`src/design/arpc_pkg.sv`:
```
// Shared types and constants for the ARP cache and responder.
// Used by arpc_cell and arp_cache_responder; no dependencies of its own.
package arpc_pkg;

  // Default cache depth and fixed field widths
  localparam int CacheDepth = 16;
  localparam int IpW        = 32;
  localparam int MacW       = 48;
  localparam int HalfW      = 16;
  localparam int IdxOutW    = 4;
  localparam int StatusW    = 2;
  localparam int CfgIdxW    = 4;
  localparam int CfgDataW   = 48;

  // Stream widths: input tdata 176 bits, output tdata 132 bits padded to 136
  localparam int InDataW    = 176;
  localparam int OutDataW   = 136;
  localparam int OutUserW   = 3;

  // ARP protocol codes
  localparam logic [HalfW-1:0] ArpHwEthernet = 16'd1;
  localparam logic [HalfW-1:0] ArpOpRequest  = 16'd1;
  localparam logic [HalfW-1:0] ArpOpReply    = 16'd2;

  // Item kinds on the input tuser
  localparam logic ModePacket = 1'b0;
  localparam logic ModeLookup = 1'b1;

  // Result status codes
  localparam logic [StatusW-1:0] StatusOk     = 2'd0;
  localparam logic [StatusW-1:0] StatusBadHw  = 2'd1;
  localparam logic [StatusW-1:0] StatusMiss   = 2'd2;

  // Configuration register indexes
  localparam logic [CfgIdxW-1:0] CfgHostIp  = 4'd0;
  localparam logic [CfgIdxW-1:0] CfgHostMac = 4'd1;

  // Sequencer states
  typedef enum logic [1:0] {
    ST_IDLE,
    ST_CMP,
    ST_COMMIT
  } state_e;

  // Controls broadcast from the sequencer to every cell
  typedef struct packed {
    logic capture;  // latch this cell's first-match flag
    logic shift;    // take the neighbor's pair (insert at the front)
    logic write;    // overwrite the MAC of the matching cell
  } cell_ctl_t;

endpackage

```
`src/design/arpc_cell.sv`:
```
// One cache slot of the ARP cache: an IP/MAC pair, its compare and its
// place in the lowest-match chain. Depends on arpc_pkg.
module arpc_cell
  import arpc_pkg::*;
(
  input  logic            clk_i,
  input  logic            rst_ni,
  input  cell_ctl_t       ctl_i,
  input  logic            valid_i,     // slot lies below the fill count
  input  logic [IpW-1:0]  key_i,       // address being searched
  input  logic            seen_i,      // a lower slot already matched
  output logic            seen_o,
  input  logic [IpW-1:0]  prev_ip_i,   // neighbor pair for a shift
  input  logic [MacW-1:0] prev_mac_i,
  input  logic [MacW-1:0] new_mac_i,   // MAC for an in-place update
  output logic [IpW-1:0]  ip_o,
  output logic [MacW-1:0] mac_o,
  output logic            first_o      // this slot is the lowest match
);

  logic [IpW-1:0]  ip_q;
  logic [MacW-1:0] mac_q;
  logic            first_q, first_d;
  logic            hit;

  // Compare and pass the match along the chain
  assign hit     = valid_i && (ip_q == key_i);
  assign seen_o  = seen_i | hit;
  assign first_d = hit & ~seen_i;

  // Hold the lowest-match flag until the commit cycle
  always_ff @(posedge clk_i or negedge rst_ni) begin
    if (!rst_ni) begin
      first_q <= 1'b0;
    end else if (ctl_i.capture) begin
      first_q <= first_d;
    end
  end

  // Shift in from the neighbor, or update the MAC in place
  always_ff @(posedge clk_i) begin
    if (ctl_i.shift) begin
      ip_q  <= prev_ip_i;
      mac_q <= prev_mac_i;
    end else if (ctl_i.write && first_q) begin
      mac_q <= new_mac_i;
    end
  end

  assign ip_o    = ip_q;
  assign mac_o   = mac_q;
  assign first_o = first_q;

endmodule

```
`src/design/arp_cache_responder.sv`:
```
// ARP cache and responder top level: item register, sequencer, row of
// arpc_cell slots and output register. Depends on arpc_pkg and arpc_cell.
//
//  channel  | direction | handshake                 | payload
//  ---------+-----------+---------------------------+-------------------------------
//  s_axis   | in        | s_axis_tvalid/tready      | tuser mode, tdata packet/query
//  m_axis   | out       | m_axis_tvalid/tready      | tuser status/reply flag, tdata
//  cfg      | in        | cfg_valid_i/cfg_ready_o   | cfg_index_i, cfg_data_i
//
// Each item passes a compare step, in which every cell compares its IP and the
// lowest match is resolved along the cell chain, and a commit step, which
// commits the update and loads the result. The next item is taken in the commit cycle.
// Reset clears the fill count and control state; no clearing pass is needed.
// A stalled output holds the commit step; the output register lets the next
// item start while the previous result waits.
module arp_cache_responder
  import arpc_pkg::*;
#(
  parameter int CACHE_DEPTH = CacheDepth
) (
  input  logic                clk_i,
  input  logic                rst_ni,
  // Input item stream
  input  logic                s_axis_tvalid,
  output logic                s_axis_tready,
  // [15:0] hw_space, [31:16] opcode, [63:32] sender_ip, [111:64] sender_mac,
  // [143:112] target_ip, [175:144] query_ip
  input  logic [InDataW-1:0]  s_axis_tdata,
  // [0] mode
  input  logic                s_axis_tuser,
  // Result stream
  output logic                m_axis_tvalid,
  input  logic                m_axis_tready,
  // [3:0] entry_index, [51:4] entry_mac, [99:52] reply_target_mac,
  // [131:100] reply_target_ip, [135:132] zero
  output logic [OutDataW-1:0] m_axis_tdata,
  // [1:0] status, [2] reply_valid
  output logic [OutUserW-1:0] m_axis_tuser,
  // Configuration writes
  input  logic                cfg_valid_i,
  output logic                cfg_ready_o,
  input  logic [CfgIdxW-1:0]  cfg_index_i,
  input  logic [CfgDataW-1:0] cfg_data_i
);

  localparam int CntW = $clog2(CACHE_DEPTH + 1);

  // Configuration registers
  logic [IpW-1:0]  host_ip_q;
  logic [MacW-1:0] host_mac_q;

  assign cfg_ready_o = 1'b1;

  always_ff @(posedge clk_i or negedge rst_ni) begin
    if (!rst_ni) begin
      host_ip_q  <= '0;
      host_mac_q <= '0;
    end else if (cfg_valid_i) begin
      case (cfg_index_i)
        CfgHostIp:  host_ip_q  <= cfg_data_i[IpW-1:0];
        CfgHostMac: host_mac_q <= cfg_data_i[MacW-1:0];
        default:    ;
      endcase
    end
  end

  // Sequencer state and handshake
  state_e    state_q, state_d;
  logic      accept, commit_go;
  logic      out_valid_q;
  cell_ctl_t ctl;

  // Item register
  logic             mode_q;
  logic [HalfW-1:0] hw_space_q, opcode_q;
  logic [IpW-1:0]   sender_ip_q, target_ip_q, query_ip_q;
  logic [MacW-1:0]  sender_mac_q;
  logic             pkt_ok;

  assign commit_go     = (state_q == ST_COMMIT) && (!out_valid_q || m_axis_tready);
  assign s_axis_tready = (state_q == ST_IDLE) || commit_go;
  assign accept        = s_axis_tvalid && s_axis_tready;
  assign pkt_ok        = (mode_q == ModePacket) && (hw_space_q == ArpHwEthernet);

  // Capture the item
  always_ff @(posedge clk_i) begin
    if (accept) begin
      mode_q       <= s_axis_tuser;
      hw_space_q   <= s_axis_tdata[15:0];
      opcode_q     <= s_axis_tdata[31:16];
      sender_ip_q  <= s_axis_tdata[63:32];
      sender_mac_q <= s_axis_tdata[111:64];
      target_ip_q  <= s_axis_tdata[143:112];
      query_ip_q   <= s_axis_tdata[175:144];
    end
  end

  // Next state
  always_comb begin
    state_d = state_q;
    case (state_q)
      ST_IDLE:   if (accept) state_d = ST_CMP;
      ST_CMP:    state_d = ST_COMMIT;
      ST_COMMIT: begin
        if (commit_go) state_d = accept ? ST_CMP : ST_IDLE;
      end
      default:   state_d = ST_IDLE;
    endcase
  end

  always_ff @(posedge clk_i or negedge rst_ni) begin
    if (!rst_ni) begin
      state_q <= ST_IDLE;
    end else begin
      state_q <= state_d;
    end
  end

  // Cell row
  logic [CACHE_DEPTH-1:0] valid_vec, first_vec;
  logic [CACHE_DEPTH:0]   seen;
  logic [IpW-1:0]         cell_ip  [CACHE_DEPTH];
  logic [MacW-1:0]        cell_mac [CACHE_DEPTH];
  logic [IpW-1:0]         key;
  logic [CntW-1:0]        count_q;
  logic                   any_hit;

  assign key     = (mode_q == ModeLookup) ? query_ip_q : sender_ip_q;
  assign seen[0] = 1'b0;
  assign any_hit = |first_vec;

  // Drive the cell controls
  always_comb begin
    ctl.capture = (state_q == ST_CMP);
    ctl.shift   = commit_go && pkt_ok && !any_hit;
    ctl.write   = commit_go && pkt_ok && any_hit;
  end

  for (genvar g = 0; g < CACHE_DEPTH; g++) begin : g_cell
    logic [IpW-1:0]  prev_ip;
    logic [MacW-1:0] prev_mac;

    assign valid_vec[g] = (count_q > CntW'(g));

    if (g == 0) begin : g_head
      assign prev_ip  = sender_ip_q;
      assign prev_mac = sender_mac_q;
    end else begin : g_body
      assign prev_ip  = cell_ip[g-1];
      assign prev_mac = cell_mac[g-1];
    end

    arpc_cell u_cell (
      .clk_i      (clk_i),
      .rst_ni     (rst_ni),
      .ctl_i      (ctl),
      .valid_i    (valid_vec[g]),
      .key_i      (key),
      .seen_i     (seen[g]),
      .seen_o     (seen[g+1]),
      .prev_ip_i  (prev_ip),
      .prev_mac_i (prev_mac),
      .new_mac_i  (sender_mac_q),
      .ip_o       (cell_ip[g]),
      .mac_o      (cell_mac[g]),
      .first_o    (first_vec[g])
    );
  end

  // Advance the fill count on an insert, saturating at the depth
  always_ff @(posedge clk_i or negedge rst_ni) begin
    if (!rst_ni) begin
      count_q <= '0;
    end else if (ctl.shift && (count_q < CntW'(CACHE_DEPTH))) begin
      count_q <= count_q + CntW'(1);
    end
  end

  // Select the matching slot's position and MAC
  logic [IdxOutW-1:0] hit_idx;
  logic [MacW-1:0]    hit_mac;

  always_comb begin
    hit_idx = '0;
    hit_mac = '0;
    for (int i = 0; i < CACHE_DEPTH; i++) begin
      if (first_vec[i]) begin
        hit_idx = hit_idx | IdxOutW'(i);
        hit_mac = hit_mac | cell_mac[i];
      end
    end
  end

  // Build the result
  logic [StatusW-1:0] status_d;
  logic [IdxOutW-1:0] idx_d;
  logic [MacW-1:0]    mac_d, rmac_d;
  logic [IpW-1:0]     rip_d;
  logic               rvalid_d;

  always_comb begin
    status_d = StatusOk;
    idx_d    = '0;
    mac_d    = '0;
    rvalid_d = 1'b0;
    rmac_d   = '0;
    rip_d    = '0;
    if (mode_q == ModeLookup) begin
      if (any_hit) begin
        idx_d = hit_idx;
        mac_d = hit_mac;
      end else begin
        status_d = StatusMiss;
      end
    end else if (hw_space_q != ArpHwEthernet) begin
      status_d = StatusBadHw;
    end else begin
      idx_d = any_hit ? hit_idx : '0;
      mac_d = sender_mac_q;
      if ((target_ip_q == host_ip_q) && (opcode_q == ArpOpRequest)) begin
        rvalid_d = 1'b1;
        rmac_d   = sender_mac_q;
        rip_d    = sender_ip_q;
      end
    end
  end

  // Output register
  always_ff @(posedge clk_i or negedge rst_ni) begin
    if (!rst_ni) begin
      out_valid_q <= 1'b0;
    end else if (commit_go) begin
      out_valid_q <= 1'b1;
    end else if (m_axis_tready) begin
      out_valid_q <= 1'b0;
    end
  end

  logic [OutDataW-1:0] out_data_q;
  logic [OutUserW-1:0] out_user_q;

  always_ff @(posedge clk_i) begin
    if (commit_go) begin
      out_data_q <= {4'd0, rip_d, rmac_d, mac_d, idx_d};
      out_user_q <= {rvalid_d, status_d};
    end
  end

  assign m_axis_tvalid = out_valid_q;
  assign m_axis_tdata  = out_data_q;
  assign m_axis_tuser  = out_user_q;

  // Checks
  a_shift_write_excl: assert property (@(posedge clk_i) disable iff (!rst_ni)
    !(ctl.shift && ctl.write))
    else $error("shift and in-place write in the same cycle");

  a_single_match: assert property (@(posedge clk_i) disable iff (!rst_ni)
    $onehot0(first_vec))
    else $error("more than one cell flagged as lowest match");

  a_count_bound: assert property (@(posedge clk_i) disable iff (!rst_ni)
    count_q <= CntW'(CACHE_DEPTH))
    else $error("fill count beyond cache depth");

  a_count_on_shift: assert property (@(posedge clk_i) disable iff (!rst_ni)
    (count_q != $past(count_q)) |-> $past(ctl.shift))
    else $error("fill count moved without an insert");

endmodule

```
`config.mk`:
```
export PLATFORM = sky130hd
export DESIGN_NAME = arp_cache_responder
export DESIGN_NICKNAME = d
export VERILOG_FILES = /design/src/design/arpc_pkg.sv /design/src/design/arpc_cell.sv /design/src/design/arp_cache_responder.sv
export SDC_FILE = /design/constraint.sdc
export NUM_CORES = 2
export LEC_CHECK = 0
export CELL_PAD_IN_SITES_DETAIL_PLACEMENT = 1
export CELL_PAD_IN_SITES_GLOBAL_PLACEMENT = 1
export CORE_AREA = 2 2 351 353
export DETAILED_ROUTE_END_ITERATION = 8
export DIE_AREA = 0 0 353 355
export DONT_BUFFER_PORTS = 1
export GPL_TIMING_DRIVEN = 1
export PLACE_DENSITY_LB_ADDON = 0.05
export SKIP_CTS_REPAIR_TIMING = 1
export SYNTH_ARGS = -nofsm -noshare
export SYNTH_HDL_FRONTEND = slang
export SYNTH_SLANG_ARGS = --single-unit
```
`constraint.sdc`:
```
create_clock -name clk_i -period 48.3 [get_ports clk_i]
set_input_delay 4.83 -clock clk_i [delete_from_list [all_inputs] [get_ports clk_i]]
set_output_delay 4.83 -clock clk_i [all_outputs]
set_load 0.02 [all_outputs]
```
# Word level (Yosys, flattened, before mapping)
# Index checks and enable logic that the tools add are counted.
[classes]
add_sub_neg = 1
order_cmp = 17
n_eq_ne = 24
mux = 80
bitwise = 61
n_reduce_logical = 68
[op_table]
columns = ["cell", "n"]
rows = [
  ["2-to-1 mux 48 bit", 51],
  ["OR 48 bit", 15],
  ["== test 32 bit", 17],
  ["2-to-1 mux 4 bit", 11],
  ["> comparator 5 x 4 -> 1 bit (second input constant)", 8],
  ["logical AND 1 bit", 40],
  ["nonzero test 2 bit", 17],
  ["== test 16 x 1 -> 1 bit (second input constant)", 2],
  ["2-to-1 mux 32 bit", 1],
  ["> comparator 5 x 3 -> 1 bit (second input constant)", 4],
  ["inverter 1 bit", 17],
  ["inequality test 16 x 1 -> 1 bit (second input constant)", 1],
  ["OR reduction 16 bit", 1],
  ["bitwise AND 1 bit", 15],
  ["OR 1 bit", 14],
  ["2-to-1 mux 2 bit", 6],
  ["2-to-1 mux 3 bit", 4],
  ["> comparator 5 x 1 -> 1 bit (second input constant)", 2],
  ["> comparator 5 x 2 -> 1 bit (second input constant)", 2],
  ["2-to-1 mux 1 bit", 6],
  ["one-hot mux 2 bit (3 select lines)", 1],
  ["adder 5 x 1 -> 5 bit (second input constant)", 1],
  ["< comparator 5 bit (second input constant)", 1],
  ["logical NOT 4 bit", 1],
  ["other kinds (9)", 13],
]
[word_totals]
register_bits = 1648
in_bits = 234
output_inout_bits = 142
wordCells = 314

# Depth between registers and ports, before layout
[logic_depth]
ltp_word = 33
mapped_depth = 11
ltp_nobuf = 10

# By module
# A second synthesis with hierarchy kept.
[unflattened]
hier_cells = 4446
area_unflattened_um2 = 72629.7
[by_module_without_submodules]
columns = ["mod", "n_inst", "cells_per_inst", "area_each_um2", "seq_area_each_um2"]
rows = [
  ["arpc_cell", 16, 193, 3417.0, 2427.3],
  ["arp_cache_responder", 1, 1358, 17957.2, 10369.9],
]

# Worst setup path after synthesis
# OpenSTA, ideal clock, no wires.
[synth_timing]
path_kind = "input-to-reg"
startpoint = "in m_axis_tready"
endpoint = "reg g_cell[0].u_cell.ip_q[0] (enable)"
setup_time_ps = 1073
arrival_ps = 25972
required_time_ps = 47227
slack_ps = 21255
path_stages = 5
n_path_buf = 1
path_cell_list = "nor2b_1 > nor2_1 > nand3_1 > inv_2 > buf_1"
[synth_rtl]
columns = ["item", "line_no", "rtl"]
rows = [
  ["start, declared", "arp_cache_responder.sv:33", "input logic m_axis_tready,"],
  ["end signal, assigned", "arpc_cell.sv:43", "ip_q <= prev_ip_i;"],
  ["end, declared", "arpc_cell.sv:21", "logic [IpW-1:0] ip_q;"],
]

# Worst setup path after layout
[layout_timing]
startpoint = "in m_axis_tready"
endpoint = "out s_axis_tready"
[layout_via]
elab_chain_cells = 3
[layout_lines]
columns = ["item", "line_no", "rtl"]
rows = [
  ["logical OR 1 bit", "arp_cache_responder.sv:80", "assign commit_go = (state_q == ST_COMMIT) && (!out_valid_q || m_axis_tready);"],
  ["logical AND 1 bit", "arp_cache_responder.sv:80", ""],
  ["logical OR 1 bit", "arp_cache_responder.sv:81", "assign s_axis_tready = (state_q == ST_IDLE) || commit_go;"],
  ["end, declared", "arp_cache_responder.sv:25", "output logic s_axis_tready,"],
]
# No other way between the ends.

==> reports/results.tsv <==
stage	metric	value	unit
global_route	globalRouteOverflowTotal	0	
synthesis	ys.warnings.count	0	
critical_path	critPathTopFamily	simple AND/OR/NAND/NOR gates	
worst_hold_path	hold_path.class	flip-flop to flip-flop	
critical_path	crit_path_start	m_axis_tready	
critical_path	start_kind	primary input	
global_route	grt_max_degree	241	
critical_path	r2r_cells	9	
clock_tree	clk_pin_slew	60	ps
critical_path	max_stage_delay	510	ps
finish	layout-area-overhead-vs-synth	10.3	%
global_route	grt_pass1_vias	44000	
placed_design	gp_congestion	0.823	
timing	relSlewSlack	0.121	
route	final_antenna_net_count	0	
clock_tree	tritoncts	built	
route	drtPass1Iterations	6	
synthesis	synth_most_common_cell	edfxtp_1	
power	power_density	40.6	nW/um^2
route	drt-initial-drc-count	4850	
critical_path	arrival	5720	ps
synthesis	synth.area.top_cells	edfxtp_1 70%, nand2_1 8.3%, xnor2_1 5.8%	
critical_path	r2r_setup_slack	41680	ps
synthesis	yosysSeqAreaShare	0.716	
global_route	grt_pass1_wl	293	mm
critical_path	timing.rr.start	g_cell[12].u_cell.first_o$_DFFE_PN0N_	
run	maxCapViolations	0	
placed_design	dpl.hpwl	118	mm
timing	rsz0062_at_grt	false	
timing	setup_tns	0	ps
route	wire_per_inst	30.1	um
critical_path	end_kind	output pin	
route	vias_per_cell	6.30	
clock_tree	numCtsBuffers	172	
timing	finalSetupViolCount	0	
floorplan	row_count	128	
route	drt-total-wl	201	mm
floorplan	die_area	125000	um^2
timing	maxSlewViolCount	0	
clock_tree	ctsHtreeMaxLevel	4	
power	p_leak	25.1	nW
synthesis	yosys_register_bits	1648	
global_route	grt_usage	0.318	
synthesis	async_reset_ff_frac	0.0340	
route	drc	0	
critical_path	critical_path_buf_inv_count	0	
placed_design	port-buffer-count	0	
timing	finalCritPeriodShare	0.218	
clock_tree	numClockSinks	1648	
clock_tree	clock-root-buffer	clkbuf_16	
global_route	antenna_found_initial	6	
critical_path	slowest_stage	nor2b_1	
critical_path	r2r_end	g_cell[12].u_cell.mac_o[21]$_DFFE_PP_	
synthesis	yosysTopAreaCellShare	0.696	
floorplan	fp.dieH	355	um
critical_path	cp.depth	2	
critical_path	crit_type	primary input to output pin	
timing	clock_skew	17.1	ps
finish	fillers	11300	
synthesis	synth_area_leader_cell	edfxtp_1	
floorplan	coreArea	121000	um^2
synthesis	synthesis.instances	4958	
timing	fmax	94.8	MHz
timing	fin_crit	10550	ps
timing	hold_viol_final	0	
critical_path	crit_path_end	s_axis_tready	
floorplan	initial_utilization	0.566	
synthesis	synth-edff-count	1592	
finish	final_nets	5151	
synthesis	ys.flop_type	edfxtp_1	
power	total_power	3.07	mW
floorplan	fp.dieW	353	um
clock_tree	clk_latency	820	ps
synthesis	synth_area	68700	um^2
outcome	outcome	finished clean	
critical_path	cp.required	43470	ps
finish	drive_above_1_share	0.0852	
critical_path	crit_chain	nor2b_1 > a21oi_1	
synthesis	syn_area_per_cell	13.9	um^2
floorplan	io_pins	376	
synthesis	synthTopCellsByCount	1592 x edfxtp_1, 1519 x nand2_1, 453 x xnor2_1	
timing	tightest_slew	1320	ps
critical_path	path_max_fanout	3	
power	vdd_drop_max	0.0000388	V
route	vias	42100	
synthesis	synth.distinct_cells	55	
clock_tree	clock_path_buffers	3	
where the power goes:
part           internal [mW]  switching [mW]  total, mW
clock                  0.736           0.580       1.32
combinational         0.0496          0.0907      0.140
sequential              1.59          0.0269       1.62
total                   2.38           0.698       3.07
cell families (layout without fill, tap and decap cells):
logic type | Yosys count | after routing | synth area share
adder cells (fa/ha/maj) | 5 | 5 | 0.000910
XOR/XNOR | 543 | 543 | 0.0693
flip-flops | 1648 | 1648 | 0.716
AND/OR/NAND/NOR | 1898 | 1898 | 0.117
other | 2 | 6 | 0.000109
buffers and inverters | 306 | 402 | 0.0207
multiplexers | 65 | 65 | 0.0150
AO/OA/AOI/OAI | 491 | 491 | 0.0610
metal layers:
metal,share of wire,global-route usage,vias to the layer above
met5,0.00012,0,-
met4,0.032,0.105,4
met3,0.091,0.0669,398
met2,0.48,0.518,2051
met1,0.40,0.431,21600
li1,-,-,18000
state kept, by name, indices dropped and copies added, names as in the netlist:
signal and count:
g_cell.u_cell.mac_o 768, g_cell.u_cell.ip_o 512, m_axis_tdata 132, g_cell.prev_mac 48, g_cell.prev_ip 32, host_ip_q 32, query_ip_q 32, target_ip_q 32
g_cell.u_cell.first_o 16, hw_space_q 16, opcode_q 16, count_q 5, m_axis_tuser 3, state_q 2, m_axis_tvalid 1, mode_q 1
per-stage QoR:
stage / hold slack, ps / util / setup slack, ps / std cells / area [um^2]
after floorplan: 440 / - / 21250 / 4961 / 68700
after global placement: 453 / 0.579 / 37700 / 6363 / 70300
after detailed placement: 457 / 0.579 / 37700 / 6363 / 70300
after CTS: 464 / 0.624 / 37700 / 6682 / 75800
after global routing: 470 / 0.624 / 37700 / 6682 / 75800
final: 470 / 0.624 / 37750 / 6683 / 75800
how the worst min path moves through the flow:
stage / end / start / slack [ps] / depth (start not counted)
after floorplan: g_cell[3].u_cell.ip_o[9]$_DFFE_PP_ / g_cell[2].u_cell.ip_o[9]$_DFFE_PP_ / 440 / 0
after global placement: g_cell[15].u_cell.ip_o[8]$_DFFE_PP_ / g_cell[14].u_cell.ip_o[8]$_DFFE_PP_ / 450 / 0
after detailed placement: g_cell[15].u_cell.ip_o[31]$_DFFE_PP_ / g_cell[14].u_cell.ip_o[31]$_DFFE_PP_ / 460 / 0
after CTS: g_cell[11].u_cell.ip_o[1]$_DFFE_PP_ / g_cell[10].u_cell.ip_o[1]$_DFFE_PP_ / 460 / 0
after global routing: g_cell[11].u_cell.ip_o[1]$_DFFE_PP_ / g_cell[10].u_cell.ip_o[1]$_DFFE_PP_ / 470 / 0
final: g_cell[11].u_cell.ip_o[1]$_DFFE_PP_ / g_cell[10].u_cell.ip_o[1]$_DFFE_PP_ / 470 / 0
final cells by class:
type                       count  area, um^2  area share
clock inverter               105        1010      0.0134
multi-input combinational   3007       18300       0.242
tap                         1625        2030      0.0268
sequential                  1648       49300       0.650
inverter                       7        33.8    0.000446
antenna                        1        2.50   0.0000330
timing repair buffer          76         621     0.00819
clock buffer                 214        4480      0.0591
layout by cell type, fill, tap and decap left out, drive strengths merged, types with 13 or more instances in the layout:
| master | count |
|---|---|
| edfxtp | 1592 |
| nand2 | 1519 |
| xnor2 | 454 |
| a22o | 242 |
| clkbuf | 214 |
| a221oi | 192 |
| nor4 | 124 |
| xor2 | 89 |
| nand4 | 85 |
| and2 | 85 |
| buf | 76 |
| clkinv | 74 |
| dfrtp | 56 |
| mux2 | 33 |
| mux2i | 32 |
| nand3 | 25 |
| nor3 | 19 |
| inv | 19 |
| o21ai | 17 |
| o21a | 17 |
| nor2 | 16 |
| bufinv | 13 |
Power figures use the tool's default switching activity.
